### config.mk
export PLATFORM = sky130hd
export DESIGN_NAME = wav_header_parser_unit
export DESIGN_NICKNAME = d
export VERILOG_FILES = /design/src/rtl/whp_pkg.sv /design/src/rtl/whp_front.sv /design/src/rtl/whp_back.sv /design/src/rtl/wav_header_parser_unit.sv
export SDC_FILE = /design/constraint.sdc
export NUM_CORES = 1
export LEC_CHECK = 0
export BUFFER_PORTS_ARGS = -buffer_cell sky130_fd_sc_hd__buf_4
export CAP_MARGIN = 10
export CORE_UTILIZATION = 59
export DETAILED_ROUTE_END_ITERATION = 12
export HOLD_SLACK_MARGIN = 0.12
export PLACE_DENSITY = 0.89
export RECOVER_POWER = 50
export SYNTH_ARGS = -nofsm -noshare
export SYNTH_HDL_FRONTEND = slang
export SYNTH_SLANG_ARGS = --single-unit
export TNS_END_PERCENT = 1
### constraint.sdc
create_clock -name clock -period 21.5 [get_ports clock]
set_input_delay 2.15 -clock clock [delete_from_list [all_inputs] [get_ports clock]]
set_output_delay 2.15 -clock clock [all_outputs]
set_load 0.02 [all_outputs]
### src/rtl/whp_pkg.sv
// Shared types and constants of the RIFF/WAVE header parser.
package whp_pkg;

   localparam logic [1:0] ST_OK      = 2'd0;
   localparam logic [1:0] ST_INVALID = 2'd1;
   localparam logic [1:0] ST_UNKNOWN = 2'd2;
   localparam logic [1:0] ST_EARLY   = 2'd3;

   localparam logic [0:0] CSR_MIN_RATE = 1'b0;
   localparam logic [0:0] CSR_MAX_RATE = 1'b1;

   localparam logic [31:0] MIN_RATE_RESET = 32'd1378;
   localparam logic [31:0] MAX_RATE_RESET = 32'd96000;
   localparam logic [31:0] RIFF_MIN_LEN   = 32'd36;
   localparam logic [31:0] FMT_BASE_LEN   = 32'd16;

   localparam logic [15:0] FMT_PCM    = 16'h0001;
   localparam logic [15:0] FMT_ALAW_A = 16'h0006;
   localparam logic [15:0] FMT_ALAW_B = 16'h0102;
   localparam logic [15:0] FMT_ULAW_A = 16'h0007;
   localparam logic [15:0] FMT_ULAW_B = 16'h0101;

   localparam logic [31:0] TAG_RIFF = 32'h46464952;
   localparam logic [31:0] TAG_WAVE = 32'h45564157;
   localparam logic [31:0] TAG_FMT  = 32'h20746D66;
   localparam logic [31:0] TAG_DATA = 32'h61746164;

   localparam int QDEPTH = 2;

   typedef enum logic [5:0] {
      PH_RIFF      = 6'b000001,
      PH_FMT       = 6'b000010,
      PH_FMT_SKIP  = 6'b000100,
      PH_CHUNK_HDR = 6'b001000,
      PH_CHUNK_SKIP= 6'b010000,
      PH_DONE      = 6'b100000
   } phase_type;

   // Word passed from the front parser to the result stage.
   typedef struct packed {
      logic [1:0]  status;
      logic [15:0] format_code;
      logic [1:0]  channels;
      logic [31:0] rate;
      logic [4:0]  bits;
      logic [31:0] offset;
      logic [31:0] length;
   } result_type;

   function automatic logic [7:0] tag_byte(input logic [31:0] tag, input logic [1:0] i);
      tag_byte = tag[8*i +: 8];
   endfunction

endpackage

### src/rtl/whp_front.sv
// Byte-level header parser: walks the file and produces one raw result word.
module whp_front (
   input  logic                clock,
   input  logic                reset,
   input  logic                in_valid,
   output logic                in_stall,
   input  logic [7:0]          data_byte,
   input  logic                last_byte,
   input  logic [31:0]         min_rate,
   input  logic [31:0]         max_rate,
   output logic                res_valid,
   output whp_pkg::result_type res_word,
   input  logic                res_full
);
   whp_pkg::phase_type phase_ff, phase_in;
   logic [4:0]  idx_ff, idx_in;
   logic [31:0] asm_ff, asm_in;
   logic [31:0] len_ff, len_in;
   logic [15:0] fmt_ff, fmt_in;
   logic [15:0] ch_ff, ch_in;
   logic [31:0] rate_ff, rate_in;
   logic [31:0] brate_ff, brate_in;
   logic [15:0] align_ff, align_in;
   logic [31:0] skip_ff, skip_in;
   logic [31:0] pos_ff, pos_in;
   logic        bad_ff, bad_in;
   // Checks that do not depend on the final byte are registered early.
   logic        rate_bad_ff, rate_bad_in;
   logic        brate_bad_ff, brate_bad_in;
   logic [31:0] prod_w;

   logic        fire, produced;
   logic [1:0]  st;
   logic [15:0] bits_w;
   logic [2:0]  width_w;
   logic [3:0]  align_w;
   logic        fmt_known;
   logic [31:0] len_w;
   logic [1:0]  rem;

   assign in_stall = res_full;
   assign fire = in_valid && !res_full;

   // Block align is 1 to 4 whenever the byte-rate check decides, so a shift-add is enough.
   assign prod_w = (align_ff[0] ? rate_ff : 32'd0) +
      (align_ff[1] ? {rate_ff[30:0], 1'b0} : 32'd0) +
      (align_ff[2] ? {rate_ff[29:0], 2'b00} : 32'd0);

   always_comb begin
      phase_in = phase_ff; idx_in = idx_ff; len_in = len_ff; fmt_in = fmt_ff;
      ch_in = ch_ff; rate_in = rate_ff; brate_in = brate_ff; align_in = align_ff;
      skip_in = skip_ff; bad_in = bad_ff;
      rate_bad_in = (rate_ff < min_rate) || (rate_ff > max_rate);
      brate_bad_in = brate_ff != prod_w;
      pos_in = pos_ff + 32'd1;
      asm_in = {data_byte, asm_ff[31:8]};
      produced = 1'b0;
      st = whp_pkg::ST_OK;
      bits_w = asm_in[31:16];
      fmt_known = (fmt_ff == whp_pkg::FMT_PCM) || (fmt_ff == whp_pkg::FMT_ALAW_A) ||
         (fmt_ff == whp_pkg::FMT_ALAW_B) || (fmt_ff == whp_pkg::FMT_ULAW_A) ||
         (fmt_ff == whp_pkg::FMT_ULAW_B);
      width_w = 3'd0;
      align_w = 4'd0;
      len_w = len_ff;
      rem = 2'd0;
      case (phase_ff)
         whp_pkg::PH_RIFF: begin
            if (idx_ff < 5'd4 && data_byte != whp_pkg::tag_byte(whp_pkg::TAG_RIFF, idx_ff[1:0]))
               bad_in = 1'b1;
            if (idx_ff >= 5'd8 && data_byte != whp_pkg::tag_byte(whp_pkg::TAG_WAVE, idx_ff[1:0]))
               bad_in = 1'b1;
            if (idx_ff == 5'd7 && asm_in < whp_pkg::RIFF_MIN_LEN) bad_in = 1'b1;
            if (idx_ff >= 5'd11) begin
               idx_in = 5'd0;
               if (bad_in) begin
                  produced = 1'b1; st = whp_pkg::ST_INVALID;
               end else begin
                  phase_in = whp_pkg::PH_FMT;
               end
               bad_in = 1'b0;
            end else idx_in = idx_ff + 5'd1;
         end
         whp_pkg::PH_FMT: begin
            if (idx_ff < 5'd4 && data_byte != whp_pkg::tag_byte(whp_pkg::TAG_FMT, idx_ff[1:0]))
               bad_in = 1'b1;
            if (idx_ff == 5'd7)  len_in = asm_in;
            if (idx_ff == 5'd9)  fmt_in = asm_in[31:16];
            if (idx_ff == 5'd11) ch_in = asm_in[31:16];
            if (idx_ff == 5'd15) rate_in = asm_in;
            if (idx_ff == 5'd19) brate_in = asm_in;
            if (idx_ff == 5'd21) align_in = asm_in[31:16];
            if (idx_ff >= 5'd23) begin
               width_w = (bits_w == 16'd8) ? 3'd1 : 3'd2;
               align_w = ch_ff[0] ? {1'b0, width_w} : {width_w, 1'b0};
               if (bad_ff) st = whp_pkg::ST_UNKNOWN;
               else if (!fmt_known) st = whp_pkg::ST_UNKNOWN;
               else if (ch_ff < 16'd1 || ch_ff > 16'd2) st = whp_pkg::ST_UNKNOWN;
               else if (len_ff < whp_pkg::FMT_BASE_LEN) st = whp_pkg::ST_INVALID;
               else if (rate_bad_ff) st = whp_pkg::ST_UNKNOWN;
               else if (align_ff < 16'd1 || align_ff > 16'd4 || (bits_w != 16'd8 &&
                        bits_w != 16'd12 && bits_w != 16'd16)) st = whp_pkg::ST_UNKNOWN;
               else if (brate_bad_ff || align_ff != {12'd0, align_w}) st = whp_pkg::ST_INVALID;
               idx_in = 5'd0;
               bad_in = 1'b0;
               if (st != whp_pkg::ST_OK) produced = 1'b1;
               else if (len_ff > whp_pkg::FMT_BASE_LEN) begin
                  skip_in = len_ff - whp_pkg::FMT_BASE_LEN;
                  phase_in = whp_pkg::PH_FMT_SKIP;
               end else phase_in = whp_pkg::PH_CHUNK_HDR;
               align_in = {12'd0, align_w};
               fmt_in = fmt_ff;
               // Keep bits in the channel register's spare upper byte.
               ch_in = {bits_w[7:0], ch_ff[7:0]};
            end else idx_in = idx_ff + 5'd1;
         end
         whp_pkg::PH_FMT_SKIP, whp_pkg::PH_CHUNK_SKIP: begin
            if (skip_ff != 32'd0) skip_in = skip_ff - 32'd1;
            if (skip_in == 32'd0) begin
               phase_in = whp_pkg::PH_CHUNK_HDR; idx_in = 5'd0; bad_in = 1'b0;
            end
         end
         whp_pkg::PH_CHUNK_HDR: begin
            if (idx_ff < 5'd4 && data_byte != whp_pkg::tag_byte(whp_pkg::TAG_DATA, idx_ff[1:0]))
               bad_in = 1'b1;
            if (idx_ff >= 5'd7) begin
               len_in = asm_in; len_w = asm_in; idx_in = 5'd0;
               if (bad_in) begin
                  bad_in = 1'b0; skip_in = asm_in;
                  phase_in = (asm_in != 32'd0) ? whp_pkg::PH_CHUNK_SKIP : whp_pkg::PH_CHUNK_HDR;
               end else begin
                  // Alignment is 1, 2 or 4 here, so the remainder is a mask.
                  rem = asm_in[1:0] & {align_ff[2], align_ff[2] | align_ff[1]};
                  produced = 1'b1;
                  st = (asm_in == 32'd0 || rem != 2'd0) ? whp_pkg::ST_INVALID : whp_pkg::ST_OK;
               end
            end else idx_in = idx_ff + 5'd1;
         end
         default: begin
         end
      endcase
      if (produced) phase_in = whp_pkg::PH_DONE;
      if (last_byte && !produced && phase_ff != whp_pkg::PH_DONE) begin
         produced = 1'b1; st = whp_pkg::ST_EARLY;
      end
      if (last_byte) begin
         phase_in = whp_pkg::PH_RIFF; idx_in = 5'd0; asm_in = 32'd0; len_in = 32'd0;
         fmt_in = 16'd0; ch_in = 16'd0; rate_in = 32'd0; brate_in = 32'd0;
         align_in = 16'd0; skip_in = 32'd0; pos_in = 32'd0; bad_in = 1'b0;
      end
   end

   assign res_valid = fire && produced;
   always_comb begin
      res_word = '0;
      res_word.status = st;
      if (st == whp_pkg::ST_OK) begin
         res_word.format_code = fmt_ff;
         res_word.channels = ch_ff[1:0];
         res_word.rate = rate_ff;
         res_word.bits = ch_ff[12:8];
         res_word.offset = pos_ff + 32'd1;
         res_word.length = len_w;
      end
   end

   always_ff @(posedge clock) begin
      if (reset) begin
         phase_ff <= whp_pkg::PH_RIFF; idx_ff <= '0; asm_ff <= '0; len_ff <= '0;
         fmt_ff <= '0; ch_ff <= '0; rate_ff <= '0; brate_ff <= '0; align_ff <= '0;
         skip_ff <= '0; pos_ff <= '0; bad_ff <= 1'b0;
         rate_bad_ff <= 1'b0; brate_bad_ff <= 1'b0;
      end else begin
         rate_bad_ff <= rate_bad_in; brate_bad_ff <= brate_bad_in;
         if (fire) begin
            phase_ff <= phase_in; idx_ff <= idx_in; asm_ff <= asm_in; len_ff <= len_in;
            fmt_ff <= fmt_in; ch_ff <= ch_in; rate_ff <= rate_in; brate_ff <= brate_in;
            align_ff <= align_in; skip_ff <= skip_in; pos_ff <= pos_in; bad_ff <= bad_in;
         end
      end
   end

   a_idx_range: assert property (@(posedge clock) disable iff (reset)
      idx_ff <= 5'd23) else $error("field index out of range");
   a_done_idx: assert property (@(posedge clock) disable iff (reset)
      phase_ff == whp_pkg::PH_DONE |-> idx_ff == 5'd0) else $error("index not cleared");
   a_res_last: assert property (@(posedge clock) disable iff (reset)
      fire && last_byte && phase_ff != whp_pkg::PH_DONE |-> res_valid)
      else $error("early end without result");
endmodule

### src/rtl/whp_back.sv
// Result queue and formatting: stores raw words and builds the output fields.
module whp_back (
   input  logic                clock,
   input  logic                reset,
   input  logic                res_valid,
   input  whp_pkg::result_type res_word,
   output logic                res_full,
   output logic                out_valid,
   input  logic                out_stall,
   output logic [1:0]          status,
   output logic [2:0]          sample_format,
   output logic [1:0]          channel_count,
   output logic [31:0]         sample_rate,
   output logic [4:0]          bits_per_sample,
   output logic [31:0]         sample_start,
   output logic [31:0]         value_count
);
   whp_pkg::result_type q_ff [whp_pkg::QDEPTH];
   logic        wp_ff, rp_ff;
   logic [1:0]  cnt_ff, cnt_in;
   logic        push, pop;
   whp_pkg::result_type h;
   logic        alaw, ulaw;

   assign res_full = cnt_ff == 2'(whp_pkg::QDEPTH);
   assign push = res_valid && !res_full;
   assign out_valid = cnt_ff != 2'd0;
   assign pop = out_valid && !out_stall;
   assign cnt_in = cnt_ff + {1'b0, push} - {1'b0, pop};

   always_ff @(posedge clock) begin
      if (push) q_ff[wp_ff] <= res_word;
      if (reset) begin
         wp_ff <= 1'b0; rp_ff <= 1'b0; cnt_ff <= 2'd0;
      end else begin
         if (push) wp_ff <= !wp_ff;
         if (pop) rp_ff <= !rp_ff;
         cnt_ff <= cnt_in;
      end
   end

   assign h = q_ff[rp_ff];
   assign alaw = (h.format_code == whp_pkg::FMT_ALAW_A) ||
      (h.format_code == whp_pkg::FMT_ALAW_B);
   assign ulaw = (h.format_code == whp_pkg::FMT_ULAW_A) ||
      (h.format_code == whp_pkg::FMT_ULAW_B);

   always_comb begin
      status = h.status;
      channel_count = h.channels;
      sample_rate = h.rate;
      bits_per_sample = h.bits;
      sample_start = h.offset;
      sample_format = 3'd0;
      value_count = 32'd0;
      if (h.status == whp_pkg::ST_OK) begin
         if (h.bits == 5'd8) begin
            sample_format = alaw ? 3'd0 : (ulaw ? 3'd1 : 3'd2);
            value_count = h.length;
         end else begin
            sample_format = (h.bits == 5'd12) ? 3'd3 : 3'd4;
            value_count = {1'b0, h.length[31:1]};
         end
      end
   end

   a_cnt: assert property (@(posedge clock) disable iff (reset)
      cnt_ff <= 2'(whp_pkg::QDEPTH)) else $error("queue overflow");
   a_hold: assert property (@(posedge clock) disable iff (reset)
      out_valid && out_stall |=> out_valid) else $error("result dropped");
   a_ptr: assert property (@(posedge clock) disable iff (reset)
      (cnt_ff == 2'd0 || cnt_ff == 2'd2) |-> wp_ff == rp_ff) else $error("pointer mismatch");
endmodule

### src/rtl/wav_header_parser_unit.sv
// Top level of the RIFF/WAVE header parser.
//  channel | ports                          | direction
//  req     | req_valid/req_stall, byte,last | in
//  rsp     | rsp_valid/rsp_stall, 7 fields  | out
//  csr     | csr_write_enable/index/data    | in
// One byte a cycle while the input is not stalled; the parser state register is the only loop.
// A result is written into a two-word queue with its final byte and leaves from there.
// Input stalls only while that queue is full.
// Reset is synchronous and restores the rate limits to 1378 and 96000.
module wav_header_parser_unit (
   input  logic        clock,
   input  logic        reset,
   input  logic        req_valid,
   output logic        req_stall,
   input  logic [7:0]  req_data_byte,
   input  logic        req_last_byte,
   output logic        rsp_valid,
   input  logic        rsp_stall,
   output logic [1:0]  rsp_status,
   output logic [2:0]  rsp_sample_format,
   output logic [1:0]  rsp_channel_count,
   output logic [31:0] rsp_sample_rate,
   output logic [4:0]  rsp_bits_per_sample,
   output logic [31:0] rsp_sample_start,
   output logic [31:0] rsp_value_count,
   input  logic        csr_write_enable,
   input  logic        csr_index,
   input  logic [31:0] csr_data
);
   logic [31:0] min_ff, max_ff;
   logic res_valid, res_full;
   whp_pkg::result_type res_word;

   always_ff @(posedge clock) begin
      if (reset) begin
         min_ff <= whp_pkg::MIN_RATE_RESET; max_ff <= whp_pkg::MAX_RATE_RESET;
      end else if (csr_write_enable) begin
         if (csr_index == whp_pkg::CSR_MIN_RATE) min_ff <= csr_data;
         else max_ff <= csr_data;
      end
   end

   whp_front u_front (.clock, .reset, .in_valid(req_valid), .in_stall(req_stall),
      .data_byte(req_data_byte), .last_byte(req_last_byte), .min_rate(min_ff),
      .max_rate(max_ff), .res_valid, .res_word, .res_full);

   whp_back u_back (.clock, .reset, .res_valid, .res_word, .res_full,
      .out_valid(rsp_valid), .out_stall(rsp_stall), .status(rsp_status),
      .sample_format(rsp_sample_format), .channel_count(rsp_channel_count),
      .sample_rate(rsp_sample_rate), .bits_per_sample(rsp_bits_per_sample),
      .sample_start(rsp_sample_start), .value_count(rsp_value_count));
endmodule
### Word-level counts from Yosys, hierarchy flattened

Memory sizes are Yosys's and may differ from the RTL's. A register that Yosys moved wholly into a read port is not among the register bits.
Cells that the tools add are included.

* register bits: 322
* bits in latches: 0
* memory bits (writable): 242
* memory bits (read-only): 0
* input bits: 47
* output and inout bits: 110
* memories: 1

Memories
* u_back.q_ff: depth 2, width 121, rd ports 1, clocked after Yosys merged registers in 1, write ports 1, RTL line whp_back.sv:18 `whp_pkg::result_type q_ff [whp_pkg::QDEPTH];`

* $add $sub $neg: 8
* $mul: 0
* div/mod/pow operators: 0
* $lt $le $gt $ge: 14
* eq/ne operators: 50
* shift-type cells: 4
* muxes and demuxes: 107
* bitwise operators: 3
* reductions and logical operators: 64

Operator list (count)
* 32-bit two-way mux: 25
* 16-bit two-way mux: 12
* 32-bit by 6-bit variable part select with 8-bit output (first input constant): 4
* 119-bit two-way mux: 1
* 32-bit case mux with 3 select lines: 1
* 32-bit adder: 2
* 16-bit by 3-bit equality test with 1-bit output (second input constant): 4
* 16-bit by 9-bit equality test with 1-bit output (second input constant): 4
* 32-bit logical NOT: 2
* 32-bit case mux with 2 select lines: 1
* 32-bit nonzero test: 2
* 6-bit two-way mux: 9
* 32-bit by 1-bit adder with 32-bit output (second input constant): 1
* 32-bit greater-than comparator: 1
* 32-bit by 5-bit greater-than comparator with 1-bit output (second input constant): 1
* 16-bit by 1-bit less-than comparator with 1-bit output (second input constant): 2
* 32-bit less-than comparator: 1
* 32-bit by 5-bit less-than comparator with 1-bit output (second input constant): 1
* 32-bit by 6-bit less-than comparator with 1-bit output (second input constant): 1
* 16-bit by 4-bit != test with 1-bit output (second input constant): 2
* 32-bit != test: 1
* 8-bit != test: 4
* 32-bit by 1-bit subtractor with 32-bit output (second input constant): 1
* 32-bit by 5-bit subtractor with 32-bit output (second input constant): 1
* 56 further kinds: 166

### Longest topological paths before layout

* depth in word-level cells: 26
* mapped depth: 17

### By module

A second synthesis with hierarchy kept.

* cell total of the unflattened synthesis: 3443
* area, all modules: 31430.1 µm²

By module, submodules not included
* whp_front: instances 1, cells each 2665, area each 19243.5 µm²
* whp_back: instances 1, cells each 527, area each 9537.9 µm²
* wav_header_parser_unit: instances 1, cells each 251, area each 2648.8 µm²

### Worst setup path after synthesis

Ideal clock, no wire load.

* path type: input port to flip-flop
* start point: in req_data_byte[0]
* end point: mem u_back.q_ff[0][0] (netlist bit) (enable)
* data arrival time: 9736 ps
* data required time: 20883 ps
* setup slack: 11147 ps
* stages on the path: 13
* cell sequence: clkbuf_1 > nor4_1 > nand4_1 > or3_1 > ha_1 > xor2_1 > nor4_1 > o21ai_1 > or3_1 > a21o_2 > inv_1 > a21oi_1 > nor2b_1

* word-level cells in the longest chain between the ends: 26
* elaborated cells between the ends (all ways): 50
* classes of those cells: order compare (1); eq/ne (8); mux (27); reduce/logical (14)

Ends and longest elaborated chain
* from (decl): RTL line wav_header_parser_unit.sv:15 `input logic [7:0] req_data_byte,`
* 16-bit by 4-bit equality test with 1-bit output: RTL line whp_front.sv:94 `width_w = (bits_w == 16'd8) ? 3'd1 : 3'd2;`
* 2-bit two-way mux: RTL line whp_front.sv:94
* 4-bit two-way mux: RTL line whp_front.sv:95 `align_w = ch_ff[0] ? {1'b0, width_w} : {width_w, 1'b0};`
* 16-bit by 4-bit != test with 1-bit output: RTL line whp_front.sv:103 `else if (brate_bad_ff || align_ff != {12'd0, align_w}) st = whp_pkg::ST_INVALID;`
* 1-bit logical OR: RTL line whp_front.sv:103
* 1-bit two-way mux: RTL line whp_front.sv:103
* 2-bit two-way mux: RTL line whp_front.sv:101 `else if (align_ff < 16'd1 || align_ff > 16'd4 || (bits_w != 16'd8 &&`
* 2-bit two-way mux: RTL line whp_front.sv:100 `else if (rate_bad_ff) st = whp_pkg::ST_UNKNOWN;`
* (+9 left out)
* 1-bit case mux with 3 select lines (*): RTL line whp_front.sv:67 `case (phase_ff)`
* 1-bit logical NOT: RTL line whp_front.sv:143 `if (last_byte && !produced && phase_ff != whp_pkg::PH_DONE) begin`
* 1-bit logical AND (2 in a row): RTL line whp_front.sv:143
* 1-bit two-way mux (*): RTL line whp_front.sv:143
* 1-bit logical AND (*): RTL line whp_front.sv:153 `assign res_valid = fire && produced;`
* 1-bit logical AND (*): RTL line whp_back.sv:26 `assign push = res_valid && !res_full;`
* 1-bit two-way mux (*): RTL line whp_back.sv:32 `if (push) q_ff[wp_ff] <= res_word;`
* 1-bit two-way mux (not written as such) (*): RTL line whp_back.sv:32
* to (decl): RTL line whp_back.sv:18

Mark *: on every way between the ends. The rest lies on a longest branch, timed or not. The select of a mux whose other input is x is not followed.

==> impl_metrics.env <==
export IMPL_drive_gt1_share_pct=10.5
export IMPL_fin_crit_sh_pct=53.1
export IMPL_min_path_type="reg -> reg"
export IMPL_required_ns=22.02
export IMPL_synth_distinct_cells=88
export IMPL_rsz0062_at_grt="false"
export IMPL_cp_start_kind="input pin"
export IMPL_die_w_um=228
export IMPL_initial_utilization_pct=60.0
export IMPL_yosys_top_cells_area="edfxtp_1, dfxtp_1, nand2_1"
export IMPL_synth_warnings=0
export IMPL_violations="max-capacitance violations, max-slew violations"
export IMPL_maxCapViolations=11
export IMPL_crit_start="reset"
export IMPL_fin_nets=3539
export IMPL_p_leak_nw=12.7
export IMPL_slew_viol_final=638
export IMPL_busiest_layer="met2"
export IMPL_grt_pass1_vias=24500
export IMPL_antenna_found_initial=1
export IMPL_routed_wl_um=89800
export IMPL_fin_worst_skew_ns=0.0176
export IMPL_overflow=0
export IMPL_synth_edff_count=242
export IMPL_die_area_um2=52100
export IMPL_yosysTopAreaCellShare_pct=24.1
export IMPL_post_cts_resized=0
export IMPL_cts_tree="built"
export IMPL_ir_drop_v=0.0000639
export IMPL_hold_depth=2
export IMPL_dp_hpwl_um=59800
export IMPL_setup_tns_ns=0
export IMPL_worst_setup_path_end_kind="flop"
export IMPL_cts_setup_buffers=0
export IMPL_rr_worst_depth=11
export IMPL_clk_transition_reported_paths_ns=0.06
export IMPL_finalInstanceArea_um2=33500
export IMPL_crit_fanout=95
export IMPL_synth_main_ff_cell="dfxtp_1"
export IMPL_arrival_ns=11.94
export IMPL_core_area_um2=50300
export IMPL_status="finished, violations left"
export IMPL_r2r_slack_ns=13.72
export IMPL_place_area_um2=31700
export IMPL_syn_avg_cell_area_um2=9.13
export IMPL_drt_pass1_iter_count=8
export IMPL_clock_sinks=557
export IMPL_hold_buffers=0
export IMPL_power_density_nw_per_um2=86.0
export IMPL_via_per_inst=6.42
export IMPL_cts_buffer_depth=3
export IMPL_min_period_ns=11.42
export IMPL_critical_path_class="in -> reg"
export IMPL_ys_ff_latch=557
export IMPL_fmax_mhz=87.6
export IMPL_netlist_instances=3308
export IMPL_synth_area_um2=30200
export IMPL_final_cells=4079
export IMPL_numCtsBuffers=57
export IMPL_grt_util_met1_pct=44.0
export IMPL_grt_usage_pct=33.8
export IMPL_hold_viol=0
export IMPL_hold_start="u_front.align_ff[15]$_SDFFE_PP0P_"
export IMPL_syn_nets=3491
export IMPL_area_growth_syn_to_layout_pct=11.0
export IMPL_r2r_start="u_front.idx_ff[1]$_SDFFE_PP0P_"
export IMPL_cts_root_buffer="clkbuf_16"
export IMPL_drt_initial_drc_count=3620
export IMPL_setup_viol=0
export IMPL_fp_row_count=82
export IMPL_port_buffers=156
export IMPL_worst_slew_pin_slew_ns=4.42
export IMPL_dp_cells=3968
export IMPL_chipHeight_um=228
export IMPL_ant_nets=0
export IMPL_drcViolationCount=0
export IMPL_grt_pass1_wl_um=139000
export IMPL_htree_levels=2
export IMPL_gp_congestion=1.03
export IMPL_async_reset_ff_share_pct=0
export IMPL_use_met2_pct=53.7
export IMPL_io_pins=157
export IMPL_ys_seq_area_share_pct=45.0
export IMPL_post_route_util_pct=66.6
export IMPL_grt_max_degree=96
export IMPL_clock_latency_ns=0.64
export IMPL_vias=26200
export IMPL_power_total_mw=2.88
export IMPL_met3_usage_pct=7.12
export IMPL_detail_route_wl_per_cell_um=22.0
export IMPL_synth_largest_area_cell="edfxtp_1"
export IMPL_maxSlewHeadroom_pct=-195
-- layout make-up --
cell class,count,area [µm²]
Clock buffer,83,1740
Multi-Input combinational cell,2455,15500
Sequential cell,557,13600
Antenna cell,3,7.51
Tap cell,672,841
Timing Repair Buffer,193,1250
Fill cell,3784,16800
Clock inverter,24,241
Inverter,92,345
-- logic make-up after synthesis --
| group | count (synthesis) | share of synthesized area, % |
|---|---|---|
| AOI/OAI and AO/OA | 650 | 12.6 |
| xor gates and xnor gates | 129 | 3.74 |
| adders and majority gates | 136 | 6.38 |
| buffers and inverters | 296 | 3.93 |
| DFF | 557 | 45.0 |
| muxes | 135 | 5.91 |
| and+or+nand+nor | 1405 | 22.5 |
-- cell usage in the layout, fill, tap and decap left out, types with 72 or more instances in the layout --
master / Yosys / final
edfxtp_1: 242 / 242
buf_4: 0 / 134
dfxtp_1: 315 / 315
and2_1: 100 / 96
nor2b_1: 81 / 77
nor3_1: 113 / 113
inv_1: 90 / 90
a21oi_1: 343 / 343
nand2_1: 503 / 502
ha_1: 106 / 106
o21ai_0: 127 / 129
nor2_1: 284 / 283
and3_1: 72 / 72
-- per-layer routing --
layer / up-vias / wire [µm]
li1: 11800 / -
met1: 12400 / 34100
met2: 1601 / 41000
met3: 351 / 9650
met4: 0 / 5040
met5: - / 0
-- registers in the layout (all words and copies together), names as in the netlist, named ones only --
register	cells
u_front.idx_ff	5
u_front.brate_bad_ff	1
u_front.skip_ff	32
u_front.bad_ff	1
u_front.fmt_ff	16
u_front.rate_bad_ff	1
u_front.pos_ff	32
min_ff	32
u_front.align_ff	16
u_front.brate_ff	32
u_back.cnt_ff	2
u_back.rp_ff	1
u_back.q_ff	242
u_front.ch_ff	16
u_front.rate_ff	32
u_front.len_ff	32
u_front.phase_ff	6
u_back.wp_ff	1
max_ff	32
u_front.asm_ff	24
-- worst max-delay path, cell delays in order --
cell,delay (ns)
clkbuf_1,2.89
clkbuf_1,3.28
clkbuf_1,2.99
nor4b_1,0.17
a31o_2,0.37
-- where the power goes --
part / internal (mW) / switching, mW
combinational: 0.238 / 0.388
sequential: 1.16 / 0.0527
clock: 0.610 / 0.431
total: 2.01 / 0.871
-- worst paths after layout --
| check | end |
|---|---|
| worst min register to register | u_front.align_ff[15]$_SDFFE_PP0P_ |
| worst max-delay path | u_front.idx_ff[1]$_SDFFE_PP0P_ |
| worst min-delay path | u_front.align_ff[15]$_SDFFE_PP0P_ |
| worst max register to register | u_back.q_ff[1][93]$_DFFE_PP_ |
-- synth_stat cells, types with 10 or more instances --
library cell / count
nand2_1: 503
a21oi_1: 343
dfxtp_1: 315
nor2_1: 284
edfxtp_1: 242
clkbuf_1: 166
o21ai_0: 127
nor3_1: 113
ha_1: 106
and2_1: 100
inv_1: 90
nor2b_1: 81
mux2_2: 76
and3_1: 72
xnor2_1: 70
xor2_1: 59
nor4_1: 51
nand3_1: 47
mux2i_1: 32
nand4_1: 32
fa_1: 30
mux4_2: 27
nand2b_1: 27
a21o_1: 24
or3_1: 24
a221oi_1: 20
buf_1: 19
o211ai_1: 14
buf_2: 13
a211oi_1: 12
a31oi_1: 12
a22oi_1: 11
a311oi_1: 11
o21a_1: 11
or4_1: 10
-- per-stage QoR --
stage / setup WS (ns) / hold slack [ns]
after floorplan: 11.15 / 0.436
after global placement: 14.54 / 0.443
after detailed placement: 14.49 / 0.448
after CTS: 15.12 / 0.457
after global routing: 9.68 / 0.471
final: 10.08 / 0.459
Power figures use the tool's default switching activity.
